==> src/design/pms_pkg.sv <==
`timescale 1ns / 1ps
// ----------------------------------------------------------------------------
// pms_pkg: shared types and constants for the pattern match stream core
// Beat payloads, register indexes and the control word handed to each cell.
// ----------------------------------------------------------------------------
package pms_pkg;

  // sizes
  localparam int MaxPattern = 16;
  localparam int MaxText    = 4096;
  localparam int ByteW      = 8;
  localparam int LenW       = 5;
  localparam int OffsetW    = 12;
  localparam int CfgDataW   = 64;
  localparam int CfgIdxW    = 2;

  // configuration register indexes
  typedef enum logic [CfgIdxW-1:0] {
    RegPatLow  = 2'd0,
    RegPatHigh = 2'd1,
    RegPatLen  = 2'd2
  } pms_reg_e;

  // input beat
  typedef struct packed {
    logic [ByteW-1:0] text_byte;
    logic             text_start;
  } pms_in_t;

  // output beat
  typedef struct packed {
    logic               match_found;
    logic [OffsetW-1:0] match_start;
  } pms_out_t;

  // per-cell control word
  typedef struct packed {
    logic             shift;
    logic             clear;
    logic             in_use;
    logic [ByteW-1:0] exp_byte;
  } pms_cell_ctrl_t;

endpackage

==> src/design/pms_cell.sv <==
`timescale 1ns / 1ps
// ----------------------------------------------------------------------------
// pms_cell: one history cell of the matcher chain
// Holds one text byte and its valid bit, takes its neighbor's byte on every
// accepted beat and compares the new byte with its expected pattern byte.
// ----------------------------------------------------------------------------
module pms_cell (
  input  logic                         clk_i,
  input  logic                         rst_ni,
  input  pms_pkg::pms_cell_ctrl_t      ctrl_i,
  input  logic [pms_pkg::ByteW-1:0]    byte_i,
  input  logic                         valid_i,
  output logic [pms_pkg::ByteW-1:0]    byte_o,
  output logic                         valid_o,
  output logic                         hit_o
);

  logic [pms_pkg::ByteW-1:0] byte_q, byte_d;
  logic                      valid_q, valid_d;

  // next contents: neighbor's byte, or empty on a new text
  always_comb begin
    byte_d  = byte_i;
    valid_d = valid_i & ~ctrl_i.clear;
  end

  // history byte, no reset needed since valid gates it
  always_ff @(posedge clk_i) begin
    if (ctrl_i.shift) begin
      byte_q <= byte_d;
    end
  end

  always_ff @(posedge clk_i or negedge rst_ni) begin
    if (!rst_ni) begin
      valid_q <= 1'b0;
    end else if (ctrl_i.shift) begin
      valid_q <= valid_d;
    end
  end

  // cell beyond the pattern length always agrees
  assign hit_o   = ~ctrl_i.in_use | (valid_d & (byte_d == ctrl_i.exp_byte));
  assign byte_o  = byte_q;
  assign valid_o = valid_q;

endmodule

==> src/design/pattern_match_stream_core.sv <==
`timescale 1ns / 1ps
// ----------------------------------------------------------------------------
// pattern_match_stream_core: streaming single-pattern byte matcher
// Reports every occurrence, overlaps included, of a 1 to 16 byte pattern.
// ----------------------------------------------------------------------------
// Usage:
//   Input channel (in_valid_i / in_stall_o / in_data_i) carries one text byte
//   per beat; text_start marks the first byte of a new text and clears the
//   byte history and the offset counter before that byte is taken.
//   Output channel (out_valid_o / out_stall_i / out_data_o) carries one beat
//   per input beat: match_found is set when the pattern ends at that byte and
//   match_start gives the offset of its first byte (zero otherwise).
//   The offset counter saturates at 4095.
//   Configuration: cfg_we_i writes cfg_wdata_i to register cfg_idx_i
//   (pattern bytes 0-7, pattern bytes 8-15, pattern length); write only
//   while no beat is in flight.
// Timing and throughput:
//   The output beat appears in the cycle after its input beat is accepted;
//   one byte per cycle while the receiver does not stall. The 16 history
//   cells shift and compare in the same cycle, ahead of one output register.
// Reset and stalls:
//   Reset empties the history, clears the offset and the pattern registers
//   (length 1). While the receiver stalls a held output beat, in_stall_o is
//   raised and the held beat stays unchanged.
// ----------------------------------------------------------------------------
module pattern_match_stream_core (
  input  logic                             clk_i,
  input  logic                             rst_ni,
  input  logic                             cfg_we_i,
  input  logic [pms_pkg::CfgIdxW-1:0]      cfg_idx_i,
  input  logic [pms_pkg::CfgDataW-1:0]     cfg_wdata_i,
  input  logic                             in_valid_i,
  output logic                             in_stall_o,
  input  pms_pkg::pms_in_t                 in_data_i,
  output logic                             out_valid_o,
  input  logic                             out_stall_i,
  output pms_pkg::pms_out_t                out_data_o
);

  localparam int NCell = pms_pkg::MaxPattern;
  localparam int PatIdxW = $clog2(pms_pkg::MaxPattern);
  localparam logic [pms_pkg::OffsetW-1:0] OffsetTop =
    pms_pkg::OffsetW'(pms_pkg::MaxText - 1);

  // configuration registers
  logic [pms_pkg::CfgDataW-1:0] pat_low_q, pat_high_q;
  logic [pms_pkg::LenW-1:0]     pat_len_q;

  always_ff @(posedge clk_i or negedge rst_ni) begin
    if (!rst_ni) begin
      pat_low_q  <= '0;
      pat_high_q <= '0;
      pat_len_q  <= pms_pkg::LenW'(1);
    end else if (cfg_we_i) begin
      case (pms_pkg::pms_reg_e'(cfg_idx_i))
        pms_pkg::RegPatLow:  pat_low_q  <= cfg_wdata_i;
        pms_pkg::RegPatHigh: pat_high_q <= cfg_wdata_i;
        pms_pkg::RegPatLen:  pat_len_q  <= cfg_wdata_i[pms_pkg::LenW-1:0];
        default: ;
      endcase
    end
  end

  // active length clamped to 1..16
  logic [pms_pkg::LenW-1:0] len_act;
  always_comb begin
    if (pat_len_q == '0) begin
      len_act = pms_pkg::LenW'(1);
    end else if (pat_len_q > pms_pkg::LenW'(pms_pkg::MaxPattern)) begin
      len_act = pms_pkg::LenW'(pms_pkg::MaxPattern);
    end else begin
      len_act = pat_len_q;
    end
  end

  // pattern bytes as an array
  logic [2*pms_pkg::CfgDataW-1:0] pat_all;
  logic [pms_pkg::ByteW-1:0]      pat_byte [NCell];
  assign pat_all = {pat_high_q, pat_low_q};
  always_comb begin
    for (int k = 0; k < NCell; k++) begin
      pat_byte[k] = pat_all[pms_pkg::ByteW*k +: pms_pkg::ByteW];
    end
  end

  // handshake
  logic accept;
  logic out_valid_q;
  assign in_stall_o = out_valid_q & out_stall_i;
  assign accept     = in_valid_i & ~in_stall_o;

  // cell control words: cell i holds the byte i places back
  pms_pkg::pms_cell_ctrl_t cell_ctrl [NCell];
  always_comb begin
    logic [pms_pkg::LenW-1:0] sel;
    for (int i = 0; i < NCell; i++) begin
      sel = len_act - pms_pkg::LenW'(i) - pms_pkg::LenW'(1);
      cell_ctrl[i].shift    = accept;
      cell_ctrl[i].clear    = (i != 0) & in_data_i.text_start;
      cell_ctrl[i].in_use   = pms_pkg::LenW'(i) < len_act;
      cell_ctrl[i].exp_byte = pat_byte[sel[PatIdxW-1:0]];
    end
  end

  // chain of cells
  logic [pms_pkg::ByteW-1:0] cell_byte [NCell];
  logic [NCell-1:0]          cell_valid;
  logic [NCell-1:0]          cell_hit;

  for (genvar i = 0; i < NCell; i++) begin : g_cell
    logic [pms_pkg::ByteW-1:0] nb_byte;
    logic                      nb_valid;
    if (i == 0) begin : g_head
      assign nb_byte  = in_data_i.text_byte;
      assign nb_valid = 1'b1;
    end else begin : g_body
      assign nb_byte  = cell_byte[i-1];
      assign nb_valid = cell_valid[i-1];
    end
    pms_cell u_cell (
      .clk_i   (clk_i),
      .rst_ni  (rst_ni),
      .ctrl_i  (cell_ctrl[i]),
      .byte_i  (nb_byte),
      .valid_i (nb_valid),
      .byte_o  (cell_byte[i]),
      .valid_o (cell_valid[i]),
      .hit_o   (cell_hit[i])
    );
  end

  // offset of this byte and of the next
  logic [pms_pkg::OffsetW-1:0] offset_q, offset_d, pos;
  logic [pms_pkg::OffsetW:0]   pos_inc;
  assign pos      = in_data_i.text_start ? '0 : offset_q;
  assign pos_inc  = {1'b0, pos} + (pms_pkg::OffsetW+1)'(1);
  assign offset_d = (pos == OffsetTop) ? OffsetTop : pos_inc[pms_pkg::OffsetW-1:0];

  always_ff @(posedge clk_i or negedge rst_ni) begin
    if (!rst_ni) begin
      offset_q <= '0;
    end else if (accept) begin
      offset_q <= offset_d;
    end
  end

  // match result for this byte
  pms_pkg::pms_out_t res;
  logic [pms_pkg::OffsetW:0] start_w;
  logic                      found;
  assign start_w = pos_inc - (pms_pkg::OffsetW+1)'(len_act);
  assign found   = (&cell_hit) & (pos_inc >= (pms_pkg::OffsetW+1)'(len_act));
  always_comb begin
    res.match_found = found;
    res.match_start = found ? start_w[pms_pkg::OffsetW-1:0] : '0;
  end

  // output register
  pms_pkg::pms_out_t out_q;
  always_ff @(posedge clk_i or negedge rst_ni) begin
    if (!rst_ni) begin
      out_valid_q <= 1'b0;
    end else if (accept) begin
      out_valid_q <= 1'b1;
    end else if (!out_stall_i) begin
      out_valid_q <= 1'b0;
    end
  end

  always_ff @(posedge clk_i) begin
    if (accept) begin
      out_q <= res;
    end
  end

  assign out_valid_o = out_valid_q;
  assign out_data_o  = out_q;

endmodule

==> config.mk <==
export PLATFORM = sky130hd
export DESIGN_NAME = pattern_match_stream_core
export DESIGN_NICKNAME = d
export VERILOG_FILES = /design/src/design/pms_pkg.sv /design/src/design/pms_cell.sv /design/src/design/pattern_match_stream_core.sv
export SDC_FILE = /design/constraint.sdc
export NUM_CORES = 1
export LEC_CHECK = 0
export BUFFER_PORTS_ARGS = -buffer_cell sky130_fd_sc_hd__buf_2
export CORE_MARGIN = 5
export CORE_UTILIZATION = 35
export DETAILED_ROUTE_END_ITERATION = 12
export REMOVE_ABC_BUFFERS = 1
export SYNTH_ARGS = -nofsm -noshare
export SYNTH_HDL_FRONTEND = slang
export SYNTH_SLANG_ARGS = --single-unit
==> constraint.sdc <==
create_clock -name clk_i -period 8.6 [get_ports clk_i]
set_input_delay 0.86 -clock clk_i [delete_from_list [all_inputs] [get_ports clk_i]]
set_output_delay 0.86 -clock clk_i [all_outputs]
set_load 0.1 [all_outputs]
==> run summary, run 1 <==
Status: completed
CTS Buf Count: 37
Final Hold Viols: 0
Congestion Overflow GR: 0
Hold/Removal Path Class: in -> async
Commonest cells post-synth: dfrtp_1, mux2_2, mux2i_1, edfxtp_1, mux4_2
Antenna viol nets, final: 0
Max stage delay on crit path: 0.84 ns
CP Cell Sequence: or4_1 > nand2_4 > inv_4 > ha_1 > xnor2_2 > buf_4 > xnor2_1 > buf_4 > or3_1 > o31ai_1 > nor4_1 > nor4b_1 > o2111ai_1 > nor4b_1 > nor2_1 > a2111oi_1
Post-synth ARST share: 54.8%
Crit-path slowest cell: or4_1
Max-slew headroom: 14.7%
Unrepaired setup endpoints after global routing: no
# Post-CTS Setup Buffers: 0
Mapped Cells: 1727
Final Max Slew Viols: 0
Max Clk Rate: 0.140 GHz
Post-Layout Cell Count: 2572
CTS tree: yes
Area of the multi-input gates: 0.0118 mm2
Worst Path Max Fanout: 45
CTS Buffer Depth: 3
Final setup violation count: 0
Vias in the first global route: 16.3k
GRT Total Usage: 23.5%
Fillers: 5559
Critical path class: reg -> reg
Root Buffer: clkbuf_16
Reg area: 0.00803 mm2
Largest net degree at the start of global routing: 77
Site row count: 88
Arrival time worst endpoint: 7.47 ns
Worst-margin pin slew: 1.27 ns
MaxCap Viol Count: 0
Synth top area cells: dfrtp_1, edfxtp_1, mux4_2, mux2_2, mux2i_1
Die area: 0.0631 mm2
Ys flop type: dfrtp_1
Clk_skew: 0.0225 ns
Distinct cells, synth: 82
Critical Path RT: 8.94 ns
Cell family with most CP delay: simple AND/OR/NAND/NOR gates
Die Ht: 251 um
Fraction of layout cells with a size suffix above 1: 28.8%
Clk_lat worst skew: 0.56 ns
GPL Wtd Cong: 1.00
Startpoint types: register
DRC viols: 0
Cells after DPL: 2503
Post-CTS Hold Fix Bufs: 0
First-pass detailed-route iteration total: 12
Detailed-route via count: 16.6k
Post-CTS sizing: 0
Area grow syn2layout: 12.5%
Maximum resistive drop on vdd: 0.000142 V
Clock Pin Slew Worst Setup and Hold Paths: 0.06 ns
Worst r2r path cells: 16
Min cycle time layout: 7.13 ns
R2R Path End: out_data_o[9]
Core Area: 0.0577 mm2
Fin nets: 1871
#FFs+latches synth: 294
Register area share after synthesis: 39.4%
Boundary Pins: 95
Yosys Warn Count: 0
Post-synth EDFFs: 133
Critical path buffers and inverters: 3
Final period utilization: 83.0%
Synthesized area: 0.0204 mm2
Setup WS post-layout: 1.47 ns
Placement Setup Slack: 1.71 ns
Clk sinks: 294
WL final: 76100 um
Initial antenna violation count: 0
Leak Pwr: 0.00847 uW
Initial core utilization: 35.3%
Top-count cell post-synth: dfrtp_1
Mapped Avg Cell Area: 11.8 um2
Pwr Total: 7500 uW
WL/cell: 29.6 um
Synth area leader: dfrtp_1
Worst Setup End Kind: register
First-pass GRT wire length: 111000 um
Yosys top cell area share: 19.7%
R2r setup slk: 1.47 ns
Critical R2R Launch: pat_len_q[1]
Post-DP HPWL: 55400 um
Pwr dens: 327 mW/mm2
H-tree depth: 2
Vias/cell: 6.46
Die Width: 251 um
DRT iter0 DRCs: 2112
Port Buffers: 94
## registers in the layout (all words and copies together) (netlist names)
register               count
pat_len_q                  5
offset_q                  12
g_cell.u_cell.byte_o     120
g_cell.u_cell.valid_o     15
out_data_o                13
pat_high_q                64
out_valid_o                1
pat_low_q                 64
## placed cells by master (no fill, tap or decap), types with 64 or more instances in the layout
cell type    n
mux4_2     129
dfrtp_1    160
nor2_1      93
xnor2_1    103
mux2i_1    138
buf_2       93
mux2_2     155
nand2_1    110
o21ai_0     64
edfxtp_1   133
## worst max path at each step
stage / start / to / slack, ns / cells past startpoint
after CTS: pat_len_q[1] / out_data_o[9] / 1.67 / 13
after detailed placement: pat_len_q[1] / out_data_o[9] / 1.71 / 13
after floorplan: pat_len_q[0] / out_data_o[9] / -0.74 / 14
after global placement: pat_len_q[1] / out_data_o[9] / 1.84 / 13
after global routing: pat_len_q[1] / out_data_o[5] / 1.11 / 16
final: pat_len_q[1] / out_data_o[9] / 1.47 / 16
## area by class of cell
class	count	share of cell area [%]
antenna	1	0.0109
clock buffer	53	4.75
clock inverter	15	0.611
inverter	25	0.442
multi-input combinational	1281	51.5
sequential	294	35.0
tap	765	4.18
timing repair buffer	138	3.52
## metrics by stage
stage / hold slack [ns] / cell area [um2] / utilization [%] / TNS, ns
floorplan: 0.426 / 19800 / - / -8.40
global placement: 0.437 / 21700 / 37.6 / 0
detailed placement: 0.449 / 21700 / 37.6 / 0
CTS: 0.194 / 22900 / 39.7 / 0
global route: 0.206 / 22900 / 39.7 / 0
finish: 0.195 / 22900 / 39.7 / 0
## metal layers
| layer | GRT usage, % | vias up | wire length, um |
|---|---|---|---|
| li1 | - | 6901 | - |
| met1 | 31.4 | 8518 | 30100 |
| met2 | 37.2 | 985 | 34800 |
| met3 | 4.84 | 210 | 7180 |
| met4 | 10.0 | 0 | 3930 |
| met5 | 0 | - | 0 |
## power by group
part / total, uW / switching, uW / leakage [uW] / internal (uW)
sequential: 1960 / 319 / 0.00322 / 1640
clock: 1600 / 649 / 0.000601 / 947
combinational: 3940 / 2280 / 0.00465 / 1670
## logic make-up (layout without fill, tap and decap cells)
| logic type | Yosys count | after routing | synth area share (%) |
|---|---|---|---|
| and+or+nand+nor | 350 | 350 | 8.36 |
| buffers and inverters | 152 | 231 | 3.15 |
| DFF | 294 | 294 | 39.4 |
| other | 0 | 1 | 0 |
| AOI/OAI and AO/OA | 346 | 346 | 12.1 |
| muxes | 422 | 422 | 29.6 |
| xor gates and xnor gates | 149 | 149 | 6.47 |
| adders and majority gates | 14 | 14 | 0.897 |
No activity file was read; power rests on OpenSTA's default activity.
==> run 2: changes to the inputs <==
clock period = 7.47 ns   (was 8.6 ns; I/O delays follow)
==> run 2 against run 1 <==
Global-route usage shrank 0.55 points. Worst hold slack gained 0.032 ns. Wire length shrank 1.8%. Largest power group unchanged. Cell count grew 0.51%. Critical path type unchanged. Register-to-register slack gained 0.03 ns. Power grew 16%.
==> run summary, run 2 (synthesized netlist as in run 1, its figures left out) <==
Commonest non-fill, non-tap cell in the layout: dfrtp_1 (unchanged)
Most frequent cells in the layout: dfrtp_1, mux2_2, mux2i_1 (unchanged)
Startpoint types: register (unchanged)
DRC viols: 0 (unchanged)
GRT Total Usage: 22.9% (was 23.5%)
Reg area: 0.00803 mm2 (unchanged)
Final period utilization: 79.9% (was 83.0%)
Critical R2R Launch: pat_len_q[0] (was pat_len_q[1])
Cells after DPL: 2517 (was 2503)
Unrepaired setup endpoints after global routing: no (unchanged)
Worst-margin pin slew: 1.31 ns (was 1.27 ns)
CTS Buf Count: 37 (unchanged)
Top sig layer: met5 (was met4)
Maximum resistive drop on vdd: 0.000168 V (was 0.000142 V)
GPL Wtd Cong: 1.03 (was 1.00)
Vias in the first global route: 16.2k (was 16.3k)
DRT iter0 DRCs: 2131 (was 2112)
Site row count: 88 (unchanged)
Arrival time worst endpoint: 6.32 ns (was 7.47 ns)
Total length of routed met2 wires: 34500 um (was 34800 um)
WL final: 74700 um (was 76100 um)
First-pass detailed-route iteration total: 5 (was 12)
Antenna viol nets, final: 0 (unchanged)
Fillers: 5534 (was 5559)
Clk_lat worst skew: 0.59 ns (was 0.56 ns)
Critical path class: reg -> reg (unchanged)
M1 WL: 28700 um (was 30100 um)
Vias/cell: 6.38 (was 6.46)
Boundary Pins: 95 (unchanged)
WL/cell: 28.9 um (was 29.6 um)
Clk sinks: 294 (unchanged)
Congestion Overflow GR: 0 (unchanged)
Post-CTS Hold Fix Bufs: 0 (unchanged)
Initial core utilization: 35.3% (unchanged)
CTS tree: yes (unchanged)
Leak Pwr: 0.00854 uW (was 0.00847 uW)
Hold/Removal Path Class: in -> async (unchanged)
Area of the multi-input gates: 0.0118 mm2 (about the same)
Max Clk Rate: 0.168 GHz (was 0.140 GHz)
# Post-CTS Setup Buffers: 0 (unchanged)
H-tree depth: 2 (unchanged)
Die Width: 251 um (unchanged)
Core Area: 0.0577 mm2 (unchanged)
Initial antenna violation count: 2 (was 0)
Die area: 0.0631 mm2 (unchanged)
Status: completed (unchanged)
Worst Path Max Fanout: 39 (was 45)
Port Buffers: 94 (unchanged)
Final Hold Viols: 0 (unchanged)
# diodes: 0 (was 1)
First-pass GRT wire length: 109000 um (was 111000 um)
Clk_skew: 0.0361 ns (was 0.0225 ns)
Worst Setup End Kind: register (unchanged)
DR WL met3: 7910 um (was 7180 um)
MaxCap Viol Count: 0 (unchanged)
Final setup violation count: 0 (unchanged)
Root Buffer: clkbuf_16 (unchanged)
Crit. Startpoint: pat_len_q[0] (was pat_len_q[1])
Area grow syn2layout: 13.2% (was 12.5%)
Detailed-route via count: 16.5k (was 16.6k)
Die Ht: 251 um (unchanged)
Post-DP HPWL: 54900 um (was 55400 um)
CTS Buffer Depth: 3 (unchanged)
Max-slew headroom: 12.7% (was 14.7%)
Critical Path RT: 7.82 ns (was 8.94 ns)
Final Max Slew Viols: 0 (unchanged)
Fin util: 40.0% (was 39.7%)
Fin nets: 1885 (was 1871)
Post-CTS sizing: 0 (unchanged)
Largest net degree at the start of global routing: 85 (was 77)
Fraction of layout cells with a size suffix above 1: 29.2% (was 28.8%)
Largest register FFs: 120 (unchanged)
Min cycle time layout: 5.97 ns (was 7.13 ns)
Clock Pin Slew Worst Setup and Hold Paths: 0.06 ns (about the same)
Pwr dens: 376 mW/mm2 (was 327 mW/mm2)
Post-Layout Cell Count: 2585 (was 2572)
## run 2: layer usage
layer  up-vias  GRT usage (%)
met5         -              0
met4         4           9.75
met3       179           5.08
met2      1086           36.6
met1      8322           30.2
li1       6906              -
## run 2: per-stage QoR
| stage | area [um2] | setup TNS (ns) | total power (uW) | hold slack [ns] | worst slack [ns] |
|---|---|---|---|---|---|
| global route | 23100 | 0 | 9000 | 0.308 | 1.20 |
| detailed placement | 21800 | 0 | 6760 | 0.444 | 1.67 |
| global placement | 21800 | 0 | 6690 | 0.435 | 1.86 |
| floorplan | 19800 | -23.09 | 5220 | 0.426 | -1.87 |
| CTS | 23100 | 0 | 8610 | 0.254 | 1.67 |
| finish | 23100 | 0 | 8660 | 0.228 | 1.50 |
## run 2: worst max-delay path, cell delays in order, from the launching register on
cell and delay (ns):
dfstp_4 0.97, nand2b_1 0.37, nand2_1 0.18, ha_2 0.65
buf_4 0.52, mux4_2 0.55, and2_1 0.16, a211oi_1 0.22
a31oi_1 0.10, xnor2_1 0.38, o2111ai_1 0.31, nor4b_1 0.49
nor2_1 0.16, buf_4 0.26, a2111oi_1 0.34
## run 2: path summary, 6_finish.rpt
| check | end | slack [ns] | cells past startpoint |
|---|---|---|---|
| max | out_data_o[9] | 1.50 | 14 |
| min | offset_q[7] | 0.23 | 1 |
| max reg2reg | out_data_o[9] | 1.50 | 14 |
| min reg2reg | g_cell[1].u_cell.byte_o[4] | 0.45 | 0 |
| max in group asynchronous | pat_low_q[32] | 5.71 | 2 |
| min in group clk_i | g_cell[0].u_cell.byte_o[1] | 0.38 | 1 |
## run 2: final cells by class
cell class	instances	area share, %
clock buffers	48	4.37
clock inverters	20	0.874
inverters	25	0.440
multi-input cells	1281	51.3
flip-flops and latches	294	34.8
well taps	765	4.15
repair buffers	152	4.07
## run 2: where the power goes
group / switching, uW / leakage, uW / total, uW / internal (uW)
Sequential: 351 / 0.00322 / 2240 / 1890
Clock: 752 / 0.000585 / 1820 / 1070
Combinational: 2640 / 0.00474 / 4600 / 1960
Total: 3750 / 0.00854 / 8660 / 4920
